==> config.mk <==
export PLATFORM = sky130hd
export DESIGN_NAME = diff_drive_odometry_unit
export DESIGN_NICKNAME = d
export VERILOG_FILES = /design/src/rtl/odo_pkg.sv /design/src/rtl/odo_cordic.sv /design/src/rtl/odo_mul.sv /design/src/rtl/diff_drive_odometry_unit.sv
export SDC_FILE = /design/constraint.sdc
export NUM_CORES = 2
export LEC_CHECK = 0
export BUFFER_PORTS_ARGS = -buffer_cell sky130_fd_sc_hd__buf_2
export CAP_MARGIN = 5
export CORE_UTILIZATION = 30
export CTS_BUF_LIST = sky130_fd_sc_hd__clkbuf_4
export DETAILED_ROUTE_END_ITERATION = 6
export GPL_ROUTABILITY_DRIVEN = 0
export PLACE_DENSITY = 0.53
export SLEW_MARGIN = 10
export SYNTH_ARGS = -nofsm -noshare
export SYNTH_HDL_FRONTEND = slang
export SYNTH_SLANG_ARGS = --single-unit
export TNS_END_PERCENT = 20
==> constraint.sdc <==
create_clock -name aclk -period 39.4 [get_ports aclk]
set_clock_uncertainty 0.2 [all_clocks]
set_input_delay 11.82 -clock aclk [delete_from_list [all_inputs] [get_ports aclk]]
set_output_delay 11.82 -clock aclk [all_outputs]
set_load 0.05 [all_outputs]
==> src/rtl/odo_pkg.sv <==
// Shared types, constants and helpers for the differential-drive odometry block.
// No dependencies; imported by odo_cordic, odo_mul and diff_drive_odometry_unit.
package odo_pkg;

    localparam int CORDIC_STEPS = 16;
    localparam int ATAN_LEN     = 24;
    localparam int CORDIC_ITERS = (CORDIC_STEPS < ATAN_LEN) ? CORDIC_STEPS : ATAN_LEN;
    localparam int ITER_W       = $clog2(CORDIC_ITERS + 1);
    localparam int ATAN_IDX_W   = 5;

    localparam int ANGLE_W = 24;
    localparam int Z_W     = 25;
    localparam int XY_W    = 32;
    localparam int TRIG_W  = 33;
    localparam int MUL_W   = 33;
    localparam int PROD_W  = 2 * MUL_W;

    localparam logic signed [XY_W-1:0]  CORDIC_GAIN_INV = 32'sh26DD3B6A;
    localparam logic signed [MUL_W-1:0] HEADING_SCALE   = 33'sd42722830;

    typedef enum logic [3:0] {
        ST_IDLE,
        ST_VDT,
        ST_DIF,
        ST_HDG,
        ST_HUPD,
        ST_WAIT,
        ST_MX,
        ST_MY,
        ST_ACCY,
        ST_DONE
    } odo_state_t;

    typedef struct packed {
        logic               start;
        logic [ANGLE_W-1:0] angle;
    } odo_cordic_req_t;

    // arctangent of 2^-i in heading counts
    function automatic logic [21:0] atan_count(input logic [ATAN_IDX_W-1:0] idx);
        logic [21:0] v;
        case (idx)
            5'd0:    v = 22'd2097152;
            5'd1:    v = 22'd1238021;
            5'd2:    v = 22'd654136;
            5'd3:    v = 22'd332050;
            5'd4:    v = 22'd166669;
            5'd5:    v = 22'd83416;
            5'd6:    v = 22'd41718;
            5'd7:    v = 22'd20860;
            5'd8:    v = 22'd10430;
            5'd9:    v = 22'd5215;
            5'd10:   v = 22'd2608;
            5'd11:   v = 22'd1304;
            5'd12:   v = 22'd652;
            5'd13:   v = 22'd326;
            5'd14:   v = 22'd163;
            5'd15:   v = 22'd81;
            5'd16:   v = 22'd41;
            5'd17:   v = 22'd20;
            5'd18:   v = 22'd10;
            5'd19:   v = 22'd5;
            5'd20:   v = 22'd3;
            5'd21:   v = 22'd1;
            5'd22:   v = 22'd1;
            default: v = 22'd0;
        endcase
        return v;
    endfunction

    function automatic logic signed [31:0] sat32(input logic signed [32:0] v);
        logic signed [31:0] r;
        if (v[32] != v[31]) begin
            r = v[32] ? 32'sh80000000 : 32'sh7FFFFFFF;
        end else begin
            r = v[31:0];
        end
        return r;
    endfunction

endpackage

==> src/rtl/odo_cordic.sv <==
// Iterative rotation-mode CORDIC: one shift/add step per cycle, then quadrant fold.
// Depends on odo_pkg.
module odo_cordic (
    input  logic                            aclk,
    input  logic                            aresetn,
    input  odo_pkg::odo_cordic_req_t        req,
    output logic                            busy,
    output logic signed [odo_pkg::TRIG_W-1:0] cos_out,
    output logic signed [odo_pkg::TRIG_W-1:0] sin_out
);
    import odo_pkg::*;

    logic                     busy_reg, busy_next;
    logic [ITER_W-1:0]        iter_reg, iter_next;
    logic signed [XY_W-1:0]   x_reg, x_next;
    logic signed [XY_W-1:0]   y_reg, y_next;
    logic signed [Z_W-1:0]    z_reg, z_next;
    logic [1:0]               quad_reg, quad_next;
    logic signed [TRIG_W-1:0] cos_reg, cos_next;
    logic signed [TRIG_W-1:0] sin_reg, sin_next;

    logic signed [XY_W-1:0]   dx, dy;
    logic signed [Z_W-1:0]    atan_s;
    logic signed [TRIG_W-1:0] xe, ye;
    logic                     last;

    assign dx     = y_reg >>> iter_reg;
    assign dy     = x_reg >>> iter_reg;
    assign atan_s = {3'b000, atan_count(ATAN_IDX_W'(iter_reg))};
    assign xe     = {x_reg[XY_W-1], x_reg};
    assign ye     = {y_reg[XY_W-1], y_reg};
    assign last   = (iter_reg == ITER_W'(CORDIC_ITERS));

    always_comb begin
        busy_next = busy_reg;
        iter_next = iter_reg;
        x_next    = x_reg;
        y_next    = y_reg;
        z_next    = z_reg;
        quad_next = quad_reg;
        cos_next  = cos_reg;
        sin_next  = sin_reg;
        if (req.start && !busy_reg) begin
            busy_next = 1'b1;
            iter_next = '0;
            x_next    = CORDIC_GAIN_INV;
            y_next    = '0;
            z_next    = {3'b000, req.angle[21:0]};
            quad_next = req.angle[23:22];
        end else if (busy_reg) begin
            if (last) begin
                // fold the first-quadrant result into the quadrant of the angle
                busy_next = 1'b0;
                case (quad_reg)
                    2'd0: begin cos_next = xe;  sin_next = ye;  end
                    2'd1: begin cos_next = -ye; sin_next = xe;  end
                    2'd2: begin cos_next = -xe; sin_next = -ye; end
                    default: begin cos_next = ye; sin_next = -xe; end
                endcase
            end else begin
                iter_next = iter_reg + 1'b1;
                if (!z_reg[Z_W-1]) begin
                    x_next = x_reg - dx;
                    y_next = y_reg + dy;
                    z_next = z_reg - atan_s;
                end else begin
                    x_next = x_reg + dx;
                    y_next = y_reg - dy;
                    z_next = z_reg + atan_s;
                end
            end
        end
    end

    always_ff @(posedge aclk) begin
        if (!aresetn) begin
            busy_reg <= 1'b0;
            iter_reg <= '0;
        end else begin
            busy_reg <= busy_next;
            iter_reg <= iter_next;
        end
    end

    always_ff @(posedge aclk) begin
        x_reg    <= x_next;
        y_reg    <= y_next;
        z_reg    <= z_next;
        quad_reg <= quad_next;
        cos_reg  <= cos_next;
        sin_reg  <= sin_next;
    end

    assign busy    = busy_reg;
    assign cos_out = cos_reg;
    assign sin_out = sin_reg;

    a_start_busy: assert property (@(posedge aclk) disable iff (!aresetn)
        (req.start && !busy_reg) |=> busy_reg)
        else $error("cordic did not start");
    a_iter_bound: assert property (@(posedge aclk) disable iff (!aresetn)
        busy_reg |-> (iter_reg <= ITER_W'(CORDIC_ITERS)))
        else $error("cordic iteration count overran");
    a_finish: assert property (@(posedge aclk) disable iff (!aresetn)
        (busy_reg && last) |=> !busy_reg)
        else $error("cordic did not finish after last step");

endmodule

==> src/rtl/odo_mul.sv <==
// Shared signed multiplier with registered product, one product per cycle.
// Depends on odo_pkg.
module odo_mul (
    input  logic                              aclk,
    input  logic signed [odo_pkg::MUL_W-1:0]  op_a,
    input  logic signed [odo_pkg::MUL_W-1:0]  op_b,
    output logic signed [odo_pkg::PROD_W-1:0] product
);
    import odo_pkg::*;

    logic signed [PROD_W-1:0] product_reg;

    always_ff @(posedge aclk) begin
        product_reg <= op_a * op_b;
    end

    assign product = product_reg;

endmodule

==> src/rtl/diff_drive_odometry_unit.sv <==
// Differential-drive odometry: sequencer, state accumulators and result register.
// A request runs ST_VDT, ST_DIF, ST_HDG, ST_HUPD, ST_WAIT, ST_MX, ST_MY, ST_ACCY,
// ST_DONE, waiting for the iterative CORDIC and m_ready; the next is taken only in
// ST_IDLE. A shared multiplier does five products a request; three overlap the CORDIC.
// Synchronous active-low reset clears position and heading to zero, no result pending.
// Depends on odo_pkg, odo_cordic, odo_mul.
module diff_drive_odometry_unit (
    input  logic               aclk,
    input  logic               aresetn,
    input  logic               s_valid,
    output logic               s_ready,
    input  logic signed [15:0] s_left_speed,
    input  logic signed [15:0] s_right_speed,
    input  logic [15:0]        s_dt_ticks,
    output logic               m_valid,
    input  logic               m_ready,
    output logic signed [31:0] m_pos_x,
    output logic signed [31:0] m_pos_y,
    output logic [23:0]        m_heading,
    output logic signed [15:0] m_lin_speed,
    output logic signed [19:0] m_yaw_rate
);
    import odo_pkg::*;

    odo_state_t state_reg, state_next;

    logic signed [15:0]       l_reg, r_reg;
    logic [15:0]              dt_reg;
    logic signed [MUL_W-1:0]  vdt_reg;
    logic signed [31:0]       x_reg, x_next;
    logic signed [31:0]       y_reg, y_next;
    logic [ANGLE_W-1:0]       heading_reg, heading_next;
    logic                     m_valid_reg, m_valid_next;
    logic signed [31:0]       out_x_reg, out_y_reg;
    logic [23:0]              out_h_reg;
    logic signed [15:0]       out_v_reg;
    logic signed [19:0]       out_w_reg;

    // sequencer outputs
    logic ld_in, ld_vdt, ld_head, ld_x, ld_y, ld_out;
    logic signed [MUL_W-1:0] op_a, op_b;

    odo_cordic_req_t          cordic_req;
    logic                     cordic_busy;
    logic signed [TRIG_W-1:0] cos_val, sin_val;
    logic signed [PROD_W-1:0] prod;

    logic signed [16:0]       sum_lr, diff_rl;
    logic signed [15:0]       lin_v;
    logic signed [19:0]       yaw_w;
    logic signed [PROD_W-1:0] rnd_pos, rnd_head;
    logic signed [32:0]       pos_delta;

    assign sum_lr  = {l_reg[15], l_reg} + {r_reg[15], r_reg};
    assign diff_rl = {r_reg[15], r_reg} - {l_reg[15], l_reg};
    assign lin_v   = sum_lr[16:1];
    assign yaw_w   = {diff_rl, 3'b000};

    // product scale 2^-58 m -> Q16.16 with round half up
    assign rnd_pos   = prod + (PROD_W'(1) <<< 41);
    assign pos_delta = {{9{rnd_pos[PROD_W-1]}}, rnd_pos[65:42]};
    // (d * K) * 8 / 2^32, rounded half up
    assign rnd_head  = prod + (PROD_W'(1) <<< 28);

    assign heading_next = heading_reg + rnd_head[52:29];
    assign x_next       = sat32({x_reg[31], x_reg} + pos_delta);
    assign y_next       = sat32({y_reg[31], y_reg} + pos_delta);

    odo_cordic u_cordic (
        .aclk    (aclk),
        .aresetn (aresetn),
        .req     (cordic_req),
        .busy    (cordic_busy),
        .cos_out (cos_val),
        .sin_out (sin_val)
    );

    odo_mul u_mul (
        .aclk    (aclk),
        .op_a    (op_a),
        .op_b    (op_b),
        .product (prod)
    );

    always_comb begin
        state_next = state_reg;
        unique case (state_reg)
            ST_IDLE: if (s_valid) state_next = ST_VDT;
            ST_VDT:  state_next = ST_DIF;
            ST_DIF:  state_next = ST_HDG;
            ST_HDG:  state_next = ST_HUPD;
            ST_HUPD: state_next = ST_WAIT;
            ST_WAIT: if (!cordic_busy) state_next = ST_MX;
            ST_MX:   state_next = ST_MY;
            ST_MY:   state_next = ST_ACCY;
            ST_ACCY: state_next = ST_DONE;
            ST_DONE: if (!m_valid_reg || m_ready) state_next = ST_IDLE;
            default: state_next = ST_IDLE;
        endcase
    end

    always_comb begin
        s_ready          = 1'b0;
        ld_in            = 1'b0;
        ld_vdt           = 1'b0;
        ld_head          = 1'b0;
        ld_x             = 1'b0;
        ld_y             = 1'b0;
        ld_out           = 1'b0;
        op_a             = '0;
        op_b             = '0;
        cordic_req.start = 1'b0;
        cordic_req.angle = heading_reg;
        unique case (state_reg)
            ST_IDLE: begin
                s_ready          = 1'b1;
                ld_in            = s_valid;
                cordic_req.start = s_valid;
            end
            ST_VDT: begin
                op_a = {{17{lin_v[15]}}, lin_v};
                op_b = {17'b0, dt_reg};
            end
            ST_DIF: begin
                ld_vdt = 1'b1;
                op_a   = {{16{diff_rl[16]}}, diff_rl};
                op_b   = {17'b0, dt_reg};
            end
            ST_HDG: begin
                op_a = prod[MUL_W-1:0];
                op_b = HEADING_SCALE;
            end
            ST_HUPD: ld_head = 1'b1;
            ST_WAIT: ;
            ST_MX: begin
                op_a = vdt_reg;
                op_b = cos_val;
            end
            ST_MY: begin
                ld_x = 1'b1;
                op_a = vdt_reg;
                op_b = sin_val;
            end
            ST_ACCY: ld_y = 1'b1;
            ST_DONE: ld_out = !m_valid_reg || m_ready;
            default: ;
        endcase
    end

    always_comb begin
        m_valid_next = m_valid_reg;
        if (ld_out) begin
            m_valid_next = 1'b1;
        end else if (m_ready) begin
            m_valid_next = 1'b0;
        end
    end

    always_ff @(posedge aclk) begin
        if (!aresetn) begin
            state_reg   <= ST_IDLE;
            x_reg       <= '0;
            y_reg       <= '0;
            heading_reg <= '0;
            m_valid_reg <= 1'b0;
        end else begin
            state_reg   <= state_next;
            m_valid_reg <= m_valid_next;
            if (ld_x)    x_reg       <= x_next;
            if (ld_y)    y_reg       <= y_next;
            if (ld_head) heading_reg <= heading_next;
        end
    end

    always_ff @(posedge aclk) begin
        if (ld_in) begin
            l_reg  <= s_left_speed;
            r_reg  <= s_right_speed;
            dt_reg <= s_dt_ticks;
        end
        if (ld_vdt) vdt_reg <= prod[MUL_W-1:0];
        if (ld_out) begin
            out_x_reg <= x_reg;
            out_y_reg <= y_reg;
            out_h_reg <= heading_reg;
            out_v_reg <= lin_v;
            out_w_reg <= yaw_w;
        end
    end

    assign m_valid     = m_valid_reg;
    assign m_pos_x     = out_x_reg;
    assign m_pos_y     = out_y_reg;
    assign m_heading   = out_h_reg;
    assign m_lin_speed = out_v_reg;
    assign m_yaw_rate  = out_w_reg;

    a_cordic_runs: assert property (@(posedge aclk) disable iff (!aresetn)
        (s_valid && s_ready) |=> cordic_busy)
        else $error("cordic not running after request accept");
    a_trig_ready: assert property (@(posedge aclk) disable iff (!aresetn)
        (state_reg == ST_MX || state_reg == ST_MY) |-> !cordic_busy)
        else $error("position product issued before cordic finished");
    a_zero_dt_heading: assert property (@(posedge aclk) disable iff (!aresetn)
        (ld_head && dt_reg == 16'd0) |-> (heading_next == heading_reg))
        else $error("heading moved with zero elapsed time");
    a_no_overwrite: assert property (@(posedge aclk) disable iff (!aresetn)
        ld_out |-> (!m_valid_reg || m_ready))
        else $error("pending result overwritten");

endmodule
== After elaboration in Yosys (flattened, before gate mapping) ==
Memory sizes are Yosys's and may differ from the RTL's. A register that Yosys moved wholly into a read port is not among the register bits.
Index checks and enable logic that the tools add are counted.
Widths: inputs -> output; s select.
Word-level totals
  ROM bits: 704
  register bits after elaboration: 524
  bits of input ports: 52
  output and inout port bits: 126
  memories: 1
  word-level logic and storage cells: 112
Memory list
  (name not given): depth 32, width 22, read ports 1, clocked after Yosys merged registers in 1, write ports 0, line odo_pkg.sv:42  | case (idx)
Cells by class
  $add $sub $neg: 16
  eq/ne operators: 18
  multiplexer cells: 32
  reduce and logical (&&, ||, !) cells: 15
  multipliers: 1
  shift-type cells: 2
  bitwise gates (word level): 3
Operators with widths (count)
  $pmux 33 s4: 2
  $pmux 33 s3: 2
  $mux 32: 6
  $add 32x24->33: 2
  $add 66x43->66 const B: 1
  $mul 33x33->66: 1
  $mux 22: 3
  $neg 32->33: 2
  $add 32x32->32: 2
  $sshr 32x5->32: 2
  $sub 32x32->32: 2
  $add 53x30->53 const B: 1
  $pmux 4 s10: 1
  $add 25x23->25: 1
  $mux 25: 1
  $sub 25x23->25: 1
  $add 24x24->24: 1
  $add 16x16->17: 1
  $sub 16x16->17: 1
  $eq 4x3->1 const B: 4
  $mux 1: 12
  $mux 4: 3
  $mux 5: 2
  $eq 4x2->1 const B: 2
  18 further kinds: 31

== Logic depth before layout (Yosys ltp) ==
  depth in word-level cells: 5
  depth in mapped cells: 45
  gate-level depth less buffers: 43

== By module ==
From an unflattened synthesis, not the netlist that was laid out.
Unflattened totals
  cells, all modules: 8433
  area, all modules: 77803.4 um^2
Modules (own cells, without submodules)
  odo_mul: area an instance 40273.6 um^2, cells each 4294, instances 1, seq. area each 1321.3 um^2
  odo_cordic: area an instance 19518.7 um^2, cells each 2378, instances 1, seq. area each 4604.4 um^2
  diff_drive_odometry_unit: area an instance 18011.0 um^2, cells each 1761, instances 1, seq. area each 7927.6 um^2

== Worst setup path after synthesis ==
No wires, ideal clock.
  path type: in2reg
  start point: in m_ready
  end point: reg out_h_reg[0], in the netlist m_heading[0] (enable)
  path buffers: 0
  data required time: 38.426 ns
  library setup time: 0.774 ns
  stages on the path: 2
  data arrival time: 20.629 ns
  slack: 17.797 ns
  cells stage by stage: nor2b_1 nor3b_1
On the way
  cells in the longest elaborated chain, start to end: 2
Ends and longest elaborated chain
  from (decl): line diff_drive_odometry_unit.sv:16  | input logic m_ready,
  $logic_or 1x1->1: line diff_drive_odometry_unit.sv:145  | ST_DONE: ld_out = !m_valid_reg || m_ready;
  $mux 1: line diff_drive_odometry_unit.sv:114  | unique case (state_reg)
  net ld_out: line diff_drive_odometry_unit.sv:40  | logic ld_in, ld_vdt, ld_head, ld_x, ld_y, ld_out;
  to (signal assigned): line diff_drive_odometry_unit.sv:185  | out_h_reg <= heading_reg;
  to (decl): line diff_drive_odometry_unit.sv:35  | logic [23:0] out_h_reg;
The timed path passes the listed nets, and every way through them passes these cells.
A chain may end at the register's enable or synchronous reset.

== Worst setup path in the final report ==
  start point: reg state_reg[2]
  end point: out s_ready
On the way
  cells in the longest elaborated chain, start to end: 2
Ends and longest elaborated chain
  from (decl): line diff_drive_odometry_unit.sv:25  | odo_state_t state_reg, state_next;
  from (signal assigned): line diff_drive_odometry_unit.sv:167  | state_reg <= state_next;
  $logic_not 4->1: line diff_drive_odometry_unit.sv:114
  $mux 1: line diff_drive_odometry_unit.sv:114
  to (decl): line diff_drive_odometry_unit.sv:11  | output logic s_ready,
No other way between the ends.

==> results.toml <==
[run_status]
status = "finished clean"

[route]
via_per_inst = 5.157
detail_route.first_pass.iterations = 7
vias = 60770
first_iter_violations = 5078
drc = 0
drt.antenna.violating_nets = 0
wl_per_cell_um = 21.58
drt_wl_total_um = 254300

[cells_and_area]
final_cell_mix = "inv_1, fa_1, nand2_1, nor2_1, a21oi_1"
drive_gt1_frac = 0.09376
layout_commonest_cell = "inv_1"
area_growth_pct = 8.644
nets = 9961
largest_reg_flops = 66
fin_cells = 11780

[setup_path]
r2r_setup_slack_ps = 26130
endpoint_kind = "output pin"
critPathRequiredTime_ps = 27380
crit_family = "simple AND/OR/NAND/NOR gates"
critPathKind = "reg -> out"
max_stage_delay_ps = 400
arrival_ps = 2580
cp-start-kind = "register"
regToRegEndpoint = "u_mul.product[63]"
slowest_stage = "dfxtp_1"
reg2regPathDepth = 40
worstReg2RegStart = "l_reg[0]"
crit_path_cell_trace = "or2_2 > nor3_1 > buf_2"
path_buf_inv = 1
crit_fanout = 10
crit_cells = 3

[power_and_ir_drop]
finalPower_w = 0.005098
power_density_mw_per_mm2 = 62.35
p_leak_nw = 36.63
peakVddDrop_mv = 0.04510

[floorplan]
die_area_mm2 = 0.2529
initial_core_util = 0.3024
num_rows = 183
dieHeight_um = 502.9
ios = 178
die_w_um = 502.9
core_mm2 = 0.2489

[global_routing]
grt_pass1_wl_um = 386900
grt_pass1_vias = 62190
antenna_found_initial = 27
gr-usage-all-layers = 0.2020
grt_max_degree = 96
grt_overflow = 0

[logic_synthesis]
synth_edf_count = 292
ys_seq_area_frac = 0.1841
synth_flop_cell = "edfxtp_1"
synth_area_per_cell_um2 = 9.068
synth_cells = 8299
ys_async_sr_fraction = 0
ys_types = 104
yosysWarnings = 0
syn_area_mm2 = 0.07526
ys_ff_latch = 546

[timing]
worst_pin_slew_ps = 1247
period_share = 0.3705
slew_violations = 0
hold_viol = 0
max_freq_mhz = 68.51
rsz0062_at_grt = "no"
setup_viol = 0
finalWorstPathRequiredPeriod_ps = 14600
setup-tns-final_ps = 0
relSlewSlack = 0.1664

[clocking]
cts_sinks = 546
cts_setup_buffers = 0
cts_hold_buf = 0
postCtsResizedCells = 0
cts.clk_slew.worst_paths_ps = 70
cts_made_buffers = 151
worstSkewPairLatency_ps = 1260
cts_tree = "yes"
clk_path_buf_depth = 3
htreeDepth = 4
clockRootBuffer = "clkbuf_4"

[placed_design]
numPortBuffers = 174
dp_hpwl_um = 196100
dp_cells = 11500

[hold_path]
worstHoldStart = "u_mul.product[16]"
holdPathStages = 0
holdPathEnd = "vdt_reg[16]"
min_path_type = "reg -> reg"

[flow_run]
max_cap_viol_count = 0
## area by class of cell
type	count	area (µm²)
antenna	16	40.04
clock buffer	218	1637
clock inverter	52	356.6
fill	25750	167100
inverter	1270	4767
multi-input combinational	6027	54940
sequential	546	13860
tap	3330	4167
timing repair buffer	323	1989
## how the worst max path moves through the flow
| stage | start | to | slack [ps] |
|---|---|---|---|
| 2_1_floorplan | m_ready | m_heading[0] | 17800 |
| 5_1_grt | state_reg[2] | s_ready | 24690 |
| 4_1_cts | state_reg[1] | s_ready | 24720 |
| 3_5_place_dp | s_valid | u_cordic.z_reg[7] | 24380 |
| 3_3_place_gp | s_valid | u_cordic.z_reg[13] | 24460 |
| 6_report | state_reg[2] | s_ready | 24800 |
## per-layer routing
metal	vias up	track usage	part of all wire
met5	-	0	0.00031
met4	12	0.07450	0.037
met1	30620	0.2709	0.43
li1	27070	-	-
met3	492	0.04790	0.091
met2	2580	0.3145	0.45
## cells by family after synthesis
logic type | share of synthesized area
multiplexers | 0.04592
flip-flops | 0.1841
buffers and inverters | 0.08883
AO/OA/AOI/OAI | 0.1134
other | 0.00004983
AND/OR/NAND/NOR | 0.1356
adder cells (fa/ha/maj) | 0.3803
XOR/XNOR | 0.05179
## stage by stage
step | instance area, µm² | utilization | setup slack [ps] | hold WS, ps
floorplan | 75260 | - | 17800 | 208.1
global placement | 79730 | 0.3203 | 24460 | 217.1
CTS | 81720 | 0.3283 | 24720 | 148.5
global route | 81740 | 0.3284 | 24690 | 179.1
detailed placement | 79730 | 0.3203 | 24380 | 218.2
finish | 81760 | 0.3285 | 24800 | 168.6
## synth_stat cells (10+ instances only)
library cell	count	share of area
a211oi_1	33	0.0033
a21boi_0	10	0.0010
a21o_1	114	0.011
a21oi_1	475	0.032
a221o_1	11	0.0015
a221oi_1	23	0.0027
a22o_1	20	0.0023
a22oi_1	36	0.0036
a31o_2	11	0.0013
a31oi_1	60	0.0050
and2_1	36	0.0030
and3_1	71	0.0059
buf_1	26	0.0013
buf_2	25	0.0017
buf_4	11	0.0011
clkbuf_1	382	0.019
dfxtp_1	254	0.068
edfxtp_1	292	0.12
fa_1	1153	0.31
ha_1	437	0.073
inv_1	1262	0.063
mux2_2	36	0.0054
mux2i_1	68	0.0090
mux4_2	93	0.028
nand2_1	946	0.047
nand2b_1	48	0.0040
nand3_1	113	0.0075
nand4_1	24	0.0020
nor2_1	898	0.045
nor2b_1	42	0.0035
nor3_1	88	0.0059
nor3b_1	12	0.0012
nor4_1	16	0.0013
o211ai_1	23	0.0023
o21a_1	34	0.0034
o21ai_0	339	0.023
o21bai_1	46	0.0046
o22ai_1	16	0.0013
o31ai_1	29	0.0029
or2_2	15	0.0012
or3_1	32	0.0027
or4_1	12	0.0012
xnor2_1	302	0.035
xor2_1	143	0.017
## power by group
| part | internal, W | switching (W) |
|---|---|---|
| Sequential | 0.000747 | 0.000173 |
| Combinational | 0.00134 | 0.00228 |
| Clock | 0.000283 | 0.000276 |
| Total | 0.00237 | 0.00273 |
No activity file was read; power rests on OpenSTA's default activity.
